$ cat config.mk
export PLATFORM = sky130hd
export DESIGN_NAME = raw_ram
export DESIGN_NICKNAME = d
export VERILOG_FILES = /design/src/raw_ram.sv
export SDC_FILE = /design/constraint.sdc
export NUM_CORES = 1
export LEC_CHECK = 0
export ABC_AREA = 1
export BUFFER_PORTS_ARGS = -buffer_cell sky130_fd_sc_hd__buf_2
export CAP_MARGIN = 0
export CORE_AREA = 3 3 104 96
export DETAILED_ROUTE_END_ITERATION = 10
export DIE_AREA = 0 0 107 99
export PLACE_DENSITY_LB_ADDON = 0.12
export SLEW_MARGIN = 20
export SYNTH_ARGS = -nofsm -noshare
export SYNTH_HDL_FRONTEND = slang
export SYNTH_SLANG_ARGS = --single-unit
$ cat constraint.sdc
create_clock -name clk -period 2.85 [get_ports clk]
set_input_delay 0.285 -clock clk [delete_from_list [all_inputs] [get_ports clk]]
set_output_delay 0.285 -clock clk [all_outputs]
set_load 0.005 [all_outputs]
$ cat src/raw_ram.sv
// ----------------------------------------------------------------------------
// raw_ram - generic simple dual-port RAM
// One write port, one read port, read data registered.
// ----------------------------------------------------------------------------
module raw_ram #(
    parameter int WIDTH = 8,
    parameter int DEPTH = 16
) (
    input  logic                     clk,
    input  logic                     we,
    input  logic [$clog2(DEPTH)-1:0] waddr,
    input  logic [WIDTH-1:0]         wdata,
    input  logic                     re,
    input  logic [$clog2(DEPTH)-1:0] raddr,
    output logic [WIDTH-1:0]         rdata
);

    logic [WIDTH-1:0] mem [DEPTH];

    always_ff @(posedge clk)
    begin
        if (we)
        begin
            mem[waddr] <= wdata;
        end
        if (re)
        begin
            rdata <= mem[raddr];
        end
    end

endmodule

* After elaboration in Yosys (flattened, before gate mapping)
Memories as Yosys holds them, arrays and structs flattened. A register that Yosys moved wholly into a read port is not among the register bits.
Index checks and enable logic that the tools add are counted.
** Cells by class
- Multiplexer cells :: 2
** Operators by type and width (number)
- 2-to-1 mux 1 bit :: 2
** Storage, ports and cells
- Register bits :: 0
- Bits in writable memories :: 128
- Input bits :: 19
- Logic and storage cells :: 3
- Memories kept :: 1
** Memories
- mem :: depth 16, bits a word 8, rd ports 1, clocked after Yosys merged registers in 1, write ports 1, line 18 : logic [WIDTH-1:0] mem [DEPTH];

* Depth between registers and ports, before layout
- Depth after elaboration :: 2
- Mapped depth :: 8

* Worst setup path before layout
No wires, ideal clock.
- Path kind :: input -> register
- Start point :: in waddr[2]
- End point :: mem mem[10][0] (enable)
- Arrival time :: 0.866 ns
- Data required time :: 2.480 ns
- Slack :: 1.614 ns
- Stages :: 2
- Buffers on the path :: 0
- Cell sequence :: nand3b_1 -> nor2_1
** RTL lines
- start, declared :: line 11 : input logic [$clog2(DEPTH)-1:0] waddr,
- end, declared :: line 18
Straight into the memory's write port.

==> flow_metrics.env <==
export IMPL_dp_hpwl_um=7769
export IMPL_finalHoldViolCount=0
export IMPL_yosysTopAreaCellShare_pct=69.85
export IMPL_start_kind="input port"
export IMPL_slew_headroom_pct=41.16
export IMPL_rsz0062_at_grt="false"
export IMPL_outcome="finished, final reports clean"
export IMPL_core_area_um2=9042
export IMPL_gp_congestion=0.9030
export IMPL_synthTopCellsByArea="edfxtp_1, nand2_1, nand3_1"
export IMPL_antenna_found_initial=0
export IMPL_tns_ps=0
export IMPL_grt_pass1_wl_um=20200
export IMPL_area_growth_pct=12.58
export IMPL_die_y_um=99
export IMPL_ys_seq_elements=136
export IMPL_pin_count=27
export IMPL_first_pass_iters=5
export IMPL_track_usage_pct=26.22
export IMPL_drive_above_1_share_pct=10.22
export IMPL_clock_sinks=136
export IMPL_endpoint_kind="flip-flop"
export IMPL_cts_buffer_depth=2
export IMPL_design_die_area_um2=10590
export IMPL_wl_um=12720
export IMPL_synth_seq_area_share_pct=69.85
export IMPL_vias=3868
export IMPL_worstPathRequired_ps=3130
export IMPL_tightest_slew_ps=879.4
export IMPL_ir_drop_mv=0.5952
export IMPL_avgSynthCellArea_um2=10.61
export IMPL_hold_buffers=0
export IMPL_synth_distinct_cells=11
export IMPL_fin_crit_ps=1521
export IMPL_clock_skew_ps=9.294
export IMPL_drc=0
export IMPL_detail_route_antenna_nets=0
export IMPL_vias_per_cell=5.456
export IMPL_cts_buffers=17
export IMPL_fmax_ghz=0.6573
export IMPL_drt_initial_drc_count=371
export IMPL_post_cts_buffers=0
export IMPL_gr_total_overflow=0
export IMPL_drv_cap=0
export IMPL_initial_core_util_pct=64.66
export IMPL_h_tree_depth=4
export IMPL_synthesis_area_um2=5847
export IMPL_multi_input_area_um2=1214
export IMPL_finalSetupViolCount=0
export IMPL_cts_resized=0
export IMPL_ff_latch_area_um2=4084
export IMPL_grt_max_degree=65
export IMPL_diodes=0
export IMPL_tritoncts="done"
export IMPL_synth_top_cell_by_area="edfxtp_1"
export IMPL_fillers=615
export IMPL_crit_arrival_ps=1800
export IMPL_synth_nets=570
export IMPL_leakage_uw=0.002824
export IMPL_ys_warn_count=0
export IMPL_grt_pass1_vias=3741
export IMPL_maxSlewViolCount=0
export IMPL_post_route_util_pct=72.80
export IMPL_clk_latency_ps=530
export IMPL_critPathMaxFanout=33
export IMPL_wl_per_cell_um=17.94
export IMPL_placementRows=33
export IMPL_fp_dieW_um=107
export IMPL_fin_crit_sh_pct=53.38
export IMPL_root_buffer="clkbuf_8"
export IMPL_min_path_type="input port to flip-flop"
export IMPL_path_clk_slew_ps=60
export IMPL_worstSetupPathType="input port to flip-flop"
export IMPL_io_buffers=26
export IMPL_syn_inst=551
export IMPL_nets=593
export IMPL_power_density_nw_per_um2=714.4
## final timing paths
| check | from | to | slack (ps) | cells past startpoint |
|---|---|---|---|---|
| worst max-delay path | raddr[1] | rdata[4]$_DFFE_PP_ | 1330 | 6 |
| worst min-delay path | re | rdata[2]$_DFFE_PP_ | 120 | 1 |
| worst max register to register | mem[11][7]$_DFFE_PP_ | rdata[7]$_DFFE_PP_ | 1680 | 6 |
| worst min register to register | mem[1][5]$_DFFE_PP_ | rdata[5]$_DFFE_PP_ | 780 | 6 |
## placed cells by master, fill, tap and decap left out
| master | count |
|---|---|
| clkinv_1 | 1 |
| buf_4 | 1 |
| edfxtp_1 | 136 |
| buf_12 | 1 |
| clkbuf_1 | 1 |
| nand2_1 | 173 |
| nor2_1 | 17 |
| clkinvlp_4 | 3 |
| buf_2 | 26 |
| nand3_1 | 97 |
| inv_2 | 2 |
| bufinv_16 | 3 |
| clkbuf_16 | 16 |
| inv_6 | 3 |
| nand3b_1 | 2 |
| clkinv_4 | 3 |
| clkinv_2 | 1 |
| clkbuf_8 | 1 |
| inv_1 | 100 |
## flip-flops by register name (all words and copies together) (netlist names)
name	cells
mem	128
rdata	8
## logic make-up after synthesis
group	count (synthesis)	synth area share (%)
simple gates	289	20.76
buf+inv	126	9.394
flops	136	69.85
## worst max-delay path: stages
cell     delay (ps)
buf_2           520
inv_2           440
nand3_1         190
nand3_1         120
nand3_1         150
nand2_1          50
## cell usage after synthesis
cell / instances
inv_1: 100
buf_4: 4
nand2_1: 173
buf_1: 1
nor2_1: 17
inv_2: 2
edfxtp_1: 136
nand3_1: 97
nand3b_1: 2
buf_2: 13
buf_6: 6
## metal layers
| layer | track usage (%) | up-vias | wire [µm] |
|---|---|---|---|
| met2 | 38.77 | 218 | 5794 |
| li1 | - | 1830 | - |
| met4 | 9.538 | 0 | 308 |
| met5 | 0 | - | 0 |
| met1 | 37.65 | 1792 | 5337 |
| met3 | 7.662 | 28 | 1282 |
## where the power goes
group / switching (µW) / internal, µW
Sequential: 14.3 / 2250
Combinational: 190 / 70.2
Clock: 836 / 1340
Total: 1040 / 3660
## through the flow
step	area [µm²]	instances	setup WS, ps	hold slack, ps	total power, µW
floorplan	5847	551	1614	383.9	2464
global placement	5991	677	864.6	653.8	2563
detailed placement	5991	677	829.0	651.5	2566
CTS	6583	709	1372	103.2	4710
global route	6583	709	1206	106.4	4831
finish	6583	709	1329	117.5	4703
## layout make-up
type	count	share of cell area, %
inverters	102	5.816
multi-input cells	289	18.44
well taps	122	2.319
flip-flops and latches	136	62.04
repair buffers	28	2.395
clock buffers	18	6.349
clock inverters	14	2.642
Note: power is estimated with default switching activity, not from simulation.
