[src/raw_pkg.sv]
// ----------------------------------------------------------------------------
// raw_pkg - shared types and constants of the read-ahead window ring
// Item layouts of both channels, request codes and parameter defaults.
// ----------------------------------------------------------------------------
package raw_pkg;

    localparam int RING_BYTES_DEF = 16384;
    localparam int MAX_READ_DEF   = 64;
    localparam int FREE_W         = 15;

    localparam logic [1:0] REQ_READ   = 2'd0;
    localparam logic [1:0] REQ_FILL   = 2'd1;
    localparam logic [1:0] REQ_REBASE = 2'd2;

    typedef struct packed {
        logic [1:0]  req_type;
        logic [31:0] req_pos;
        logic [6:0]  req_count;
        logic [7:0]  fill_byte;
        logic [31:0] fill_gen;
    } raw_req_t;

    typedef struct packed {
        logic [7:0]        out_byte;
        logic              byte_valid;
        logic              last;
        logic              read_miss;
        logic              fill_taken;
        logic [31:0]       refill_pos;
        logic [FREE_W-1:0] free_space;
        logic [31:0]       window_gen;
    } raw_rsp_t;

    // Room left in the output queue once this cycle's pop is counted
    typedef struct packed {
        logic one;
        logic two;
    } raw_room_t;

endpackage

[src/raw_obuf.sv]
// ----------------------------------------------------------------------------
// raw_obuf - two-entry output queue
// Holds result items while the receiver stalls and reports free room.
// ----------------------------------------------------------------------------
module raw_obuf (
    input  logic              clk,
    input  logic              rst_n,
    input  logic              push,
    input  raw_pkg::raw_rsp_t push_data,
    output raw_pkg::raw_room_t room,
    output logic              rsp_valid,
    input  logic              rsp_stall,
    output raw_pkg::raw_rsp_t rsp
);
    import raw_pkg::*;

    raw_rsp_t   entry_reg [2];
    logic [1:0] occ_reg;
    logic [1:0] occ_next;
    logic       wr_ptr_reg;
    logic       rd_ptr_reg;
    logic       pop;
    logic [1:0] avail;

    assign rsp_valid = (occ_reg != 2'd0);
    assign rsp       = entry_reg[rd_ptr_reg];
    assign pop       = rsp_valid && !rsp_stall;
    assign avail     = occ_reg - {1'b0, pop};
    assign room.one  = (avail != 2'd2);
    assign room.two  = (avail == 2'd0);

    always_comb
    begin
        occ_next = avail + {1'b0, push};
    end

    always_ff @(posedge clk or negedge rst_n)
    begin
        if (!rst_n)
        begin
            occ_reg    <= 2'd0;
            wr_ptr_reg <= 1'b0;
            rd_ptr_reg <= 1'b0;
        end
        else
        begin
            occ_reg <= occ_next;
            if (push)
            begin
                wr_ptr_reg <= !wr_ptr_reg;
            end
            if (pop)
            begin
                rd_ptr_reg <= !rd_ptr_reg;
            end
        end
    end

    always_ff @(posedge clk)
    begin
        if (push)
        begin
            entry_reg[wr_ptr_reg] <= push_data;
        end
    end

endmodule

[config.mk]
export PLATFORM = sky130hd
export DESIGN_NAME = raw_obuf
export DESIGN_NICKNAME = d
export VERILOG_FILES = /design/src/raw_pkg.sv /design/src/raw_obuf.sv
export SDC_FILE = /design/constraint.sdc
export NUM_CORES = 1
export LEC_CHECK = 0
export BUFFER_PORTS_ARGS = -buffer_cell sky130_fd_sc_hd__buf_2
export CORE_MARGIN = 1.5
export CORE_UTILIZATION = 50
export CTS_CLUSTER_DIAMETER = 120
export CTS_CLUSTER_SIZE = 40
export DETAILED_ROUTE_END_ITERATION = 8
export GPL_TIMING_DRIVEN = 0
export MAX_ROUTING_LAYER = met4
export PLACE_DENSITY = 0.86
export SYNTH_ARGS = -nofsm -noshare
export SYNTH_HDL_FRONTEND = slang
export SYNTH_SLANG_ARGS = --single-unit
[constraint.sdc]
create_clock -name clk -period 6.5 [get_ports clk]
set_clock_uncertainty 0.15 [all_clocks]
set_input_delay 0.975 -clock clk [delete_from_list [all_inputs] [get_ports clk]]
set_output_delay 0.975 -clock clk [all_outputs]
set_load 0.02 [all_outputs]
### Yosys cells after proc, flatten, opt, wreduce, memory -nomap -nowiden

Memories as Yosys holds them, arrays and structs flattened.
Cells that the tools add are included.

| word-level totals | value |
|---|---|
| register bits | 4 |
| latch bits | 0 |
| RAM bits | 182 |
| bits in read-only memories | 0 |
| input port bits | 95 |
| output and inout bits | 94 |
| logic and storage cells | 15 |
| memories | 1 |

| cells by class | value |
|---|---|
| add/sub/neg operators | 2 |
| $mul | 0 |
| divide/modulo/power cells | 0 |
| order comparisons | 0 |
| eq/ne operators | 1 |
| shift operators | 0 |
| mux-type cells | 2 |
| bitwise gates (word level) | 0 |
| reductions and logical operators | 6 |

Memories:

| name | words | bits a word | rd ports | clocked after memory_dff | wr ports | line | source |
|---|---|---|---|---|---|---|---|
| entry_reg | 2 | 91 | 1 | 0 | 1 | raw_obuf.sv:17 | `raw_rsp_t entry_reg [2];` |

Operators with widths:

| kind | number |
|---|---|
| $logic_not A1 Y1 | 3 |
| $add A2 B1 Y2 | 1 |
| $logic_not A2 Y1 | 1 |
| $mux W1 | 2 |
| $ne A2 B2 Y1 const B | 1 |
| $reduce_bool A2 Y1 | 1 |
| $sub A2 B1 Y2 | 1 |
| $logic_and A1 B1 Y1 | 1 |

### Depth between registers and ports, before layout

| logic depth | value |
|---|---|
| depth after elaboration | 4 |
| gate-level depth with buffers | 6 |
| mapped depth without buffers | 6 |

### Least setup slack after synthesis

OpenSTA, ideal clock, no wires.

| path | value |
|---|---|
| path kind | input port to flip-flop |
| start point | input push |
| end point | memory entry_reg[0][0] (netlist bit) (enable) |
| library setup time | 0.552 ns |
| arrival | 4.943 ns |
| data required time | 5.798 ns |
| slack | 0.855 ns |
| stages | 1 |
| path buffers | 0 |
| path through | nor2b_1 |

| on the way | value |
|---|---|
| word-level cells in the longest chain between the ends | 2 |

RTL lines:

| item | line | source |
|---|---|---|
| from (decl) | raw_obuf.sv:8 | `input logic push,` |
| $mux W1 | raw_obuf.sv:61 | `if (push)` |
| $mux W1 (implied by the code) | raw_obuf.sv:63 | `entry_reg[wr_ptr_reg] <= push_data;` |
| to (decl) | raw_obuf.sv:17 |  |

Every way passes these cells.

==> impl.org <==
** Status
- The run finished with clean final reports.

** Timing
- Setup repair after global routing missed its margin :: false
- Portion of the clock cycle consumed by the worst path in the final layout :: 49.41%
- Number of failing hold endpoints at the final stage :: 0
- At the pin with the least slew margin, the transition time is 0.9701 ns.
- Min Clock Period, post-route :: 3.212 ns
- Worst-case headroom to the max-slew limit :: 35.19%
- Peak clock frequency supported by timing :: slightly above 0.3 GHz
- Pins Over Slew Limit :: 0
- # setup viols final :: 0

** Layout
- The register with the most flip-flops in the layout has 182 of them.
- After the last flow step, the layout net total stands at 609.
- Cells fill 64.25% of the core in the end.
- After routing the design area is slightly below 9000 um^2.
- From synthesis to final layout, the design area changed by 24.76%.
- After filler insertion, the fill cell instance count of the layout stands at 968.
- # diodes :: 0
- In the final layout, the share of cells above drive strength 1 is 61.26%.

** Clock tree
- Clock Sinks :: 186
- CTS built an H-tree with a depth of 4.
- Number of clock buffers inserted by TritonCTS :: 17
- Cells resized by post-CTS repair :: 0
- Buffers inserted to repair hold after CTS numbered 0.
- Clock insertion delay at the later pin of the skew report :: 0.41 ns
- Buffer depth of the longest clock path :: 2
- CTS tree :: done
- Cell at the root of the clock tree :: clkbuf_16
- Number of post-CTS setup repair buffers :: 0
- Clock-pin transition on the worst setup and hold timing paths :: 0.06 ns

** Worst setup path
- The largest single stage delay on the critical path is approximately 0.28 ns.
- Data required time at the worst endpoint :: 5.37 ns
- Critical-path top delay cell :: xnor2_1
- Startpoint types :: input pin
- Among the stages of the critical path, the cell type that occurs most often is buf_2.
- The worst setup path is captured at an output pin.
- Among cell families on the critical path, the largest total delay comes from buffers and inverters.
- Start-to-end type of the worst setup path :: in2out
- STA puts the critical path data arrival time at between 2 and 2.5 ns.
- Ordered list of cells on the worst path :: buf_2 -> o21bai_1 -> inv_1 -> ha_1 -> xnor2_1 -> and2_1 -> buf_2
- Crit Path Max Fanout :: 3
- Number of buffer and inverter stages on the critical path :: 3

** Floorplanning
- Overall die area :: 15080 um^2
- The die is between 100 and 150 um tall.
- Top-Level Pins :: 189
- Starting density of the core :: 51.50%
- The total area inside the core boundary comes to 13930 um^2.
- In this run the horizontal extent of the chip is 122.8 um.
- The floorplan has between 40 and 50 rows.

** Synth
- Counting every instance in the synthesized netlist gives approximately 300.
- Post-synth net total :: between 300 and 400
- Number of storage elements in the synthesis netlist :: 186
- After synthesis the cells add up to 7177 um^2.
- Count of yosys warnings during synthesis :: 0
- Mapped Avg Cell Area :: between 20 and 25 um^2
- Sequential element share of the synthesized area :: 77.55%
- Yosys mapped the design onto 16 distinct sky130hd cell types.

** Route
- For this run, design rule violations remaining after detail routing come to 0.
- For this block, the initial DRC count from the detailed router was between 150 and 200.
- Via count :: 3469
- For this block, the routed nets add up to between 10000 and 15000 um of wire.
- Average routed wire per standard cell :: 16.79 um
- Residual antenna-violating net count after detailed routing :: 0
- Count of TritonRoute iterations in the first routing pass :: 4
- DR vias/cell :: 4.928

** Global route
- The initial antenna violation count was 0.
- Overall overflow remaining after global route :: 0
- Overall track demand over capacity in global routing :: around 17%
- The number of global-route vias before repair is 3570.
- Maximum number of pins on one net before global-route repair :: 47
- The first global-routing pass estimated 17670 um of wire.

** Power and ir drop
- Sequential cells burn between 40% and 50% of the power.
- Combinational power share :: 37.5%
- VDD sags by at most about 290 uV.
- Total net switching power :: 1.291 mW
- Clk pwr share :: 22.5%
- In this run the power density over the cells is between 400 and 500 nW/um^2.
- Sw Share :: 31.29%
- The analysis attributes to cell leakage a power of 3.625 nW.
- Internal power of the cells :: 2.835 mW

** Placed design
- The congestion estimate from routability-driven global placement came to 0.7064.
- Post-detail-place hpwl :: 8348 um
- The placed instances occupy a cell area of 8421 um^2.
- Port Buffers :: 188

** Job
- The tool flagged a number of max-cap violations equal to 0.

** Min path
- The worst hold path belongs to the class in2async.
[power by group through the flow]
| stage | logic (mW) | registers, mW | clock network [mW] |
|---|---|---|---|
| 3_5_place_dp | 1.57 | 1.68 | 0 |
| 2_1_floorplan | 1.15 | 1.69 | 0 |
| 5_1_grt | 1.64 | 1.67 | 0.993 |
| 4_1_cts | 1.57 | 1.66 | 0.945 |
| 3_3_place_gp | 1.51 | 1.71 | 0 |
| 6_report | 1.55 | 1.65 | 0.927 |
[cells in the final DEF, fill, tap and decap left out, types with 2 or more instances in the layout]
master and n:
inv_1 3, clkinv_1 4, dfrtp_1 4, mux2_4 80
edfxtp_1 182, clkinvlp_4 3, buf_12 10, inv_6 2
xnor2_1 3, mux2_2 11, ha_1 2, clkbuf_16 17
buf_2 189, clkinv_2 2
[cells in the mapped netlist]
cell / instances / share of area [%]
dfrtp_1: 4 / 1.4
or2_2: 1 / 0.087
inv_1: 3 / 0.16
buf_6: 1 / 0.16
xnor2_1: 3 / 0.37
nor2b_1: 1 / 0.087
and2_1: 2 / 0.17
xor2_1: 1 / 0.12
mux2_2: 11 / 1.7
mux2_4: 80 / 17
nand2b_1: 1 / 0.087
buf_12: 8 / 2.2
ha_1: 2 / 0.35
buf_2: 1 / 0.070
edfxtp_1: 182 / 76
o21bai_1: 1 / 0.10
[stage by stage]
step           instances  setup TNS [ns]  total power [mW]  hold slack (ns)  setup WS [ns]
3_5_place_dp         673               0             3.251           0.4058          3.291
2_1_floorplan        302               0             2.838           0.3055         0.8551
5_1_grt              704               0             4.310           0.1874          3.200
6_report             704               0             4.127           0.2030          3.288
4_1_cts              704               0             4.175           0.1814          3.279
3_3_place_gp         670         -103.17             3.218           0.3185         -1.140
[cell families (layout without fill, tap and decap cells)]
family	after synthesis	after routing	synth area share (%)
mux	91	91	18.46
compound gates	1	1	0.1046
simple gates	5	5	0.4360
flops	186	186	77.55
fa+ha+maj	2	2	0.3486
buf+inv	13	235	2.615
xor+xnor	4	4	0.4882
[metal layers]
metal  GRT usage, %  share of wire [%]
met1          18.09                 39
met2          27.99                 52
met3          4.182                6.0
met4          8.648                2.6
met5              -                  0
[cell type report]
cell class / instances / area [um^2] / area share, %
plain buffers: 10 / 176.4 / 1.970
clock inverters: 13 / 103.9 / 1.160
inverters: 3 / 11.26 / 0.1258
flip-flops and latches: 186 / 5565 / 62.16
clock buffers: 18 / 429.2 / 4.793
repair buffers: 191 / 1008 / 11.26
well taps: 180 / 225.2 / 2.515
multi-input cells: 103 / 1434 / 16.01
[final timing paths]
check | start | endpoint | slack, ns | cells after the start
max | rsp_stall | room[0] | 3.29 | 7
min | rst_n | occ_reg[0] | 0.20 | 1
max reg2reg | wr_ptr_reg | entry_reg[0][14] | 4.51 | 2
min reg2reg | wr_ptr_reg | wr_ptr_reg | 0.42 | 1
max in group asynchronous | rst_n | wr_ptr_reg | 5.87 | 1
min in group clk | wr_ptr_reg | wr_ptr_reg | 0.42 | 1
No activity file was read; power rests on OpenSTA's default activity.
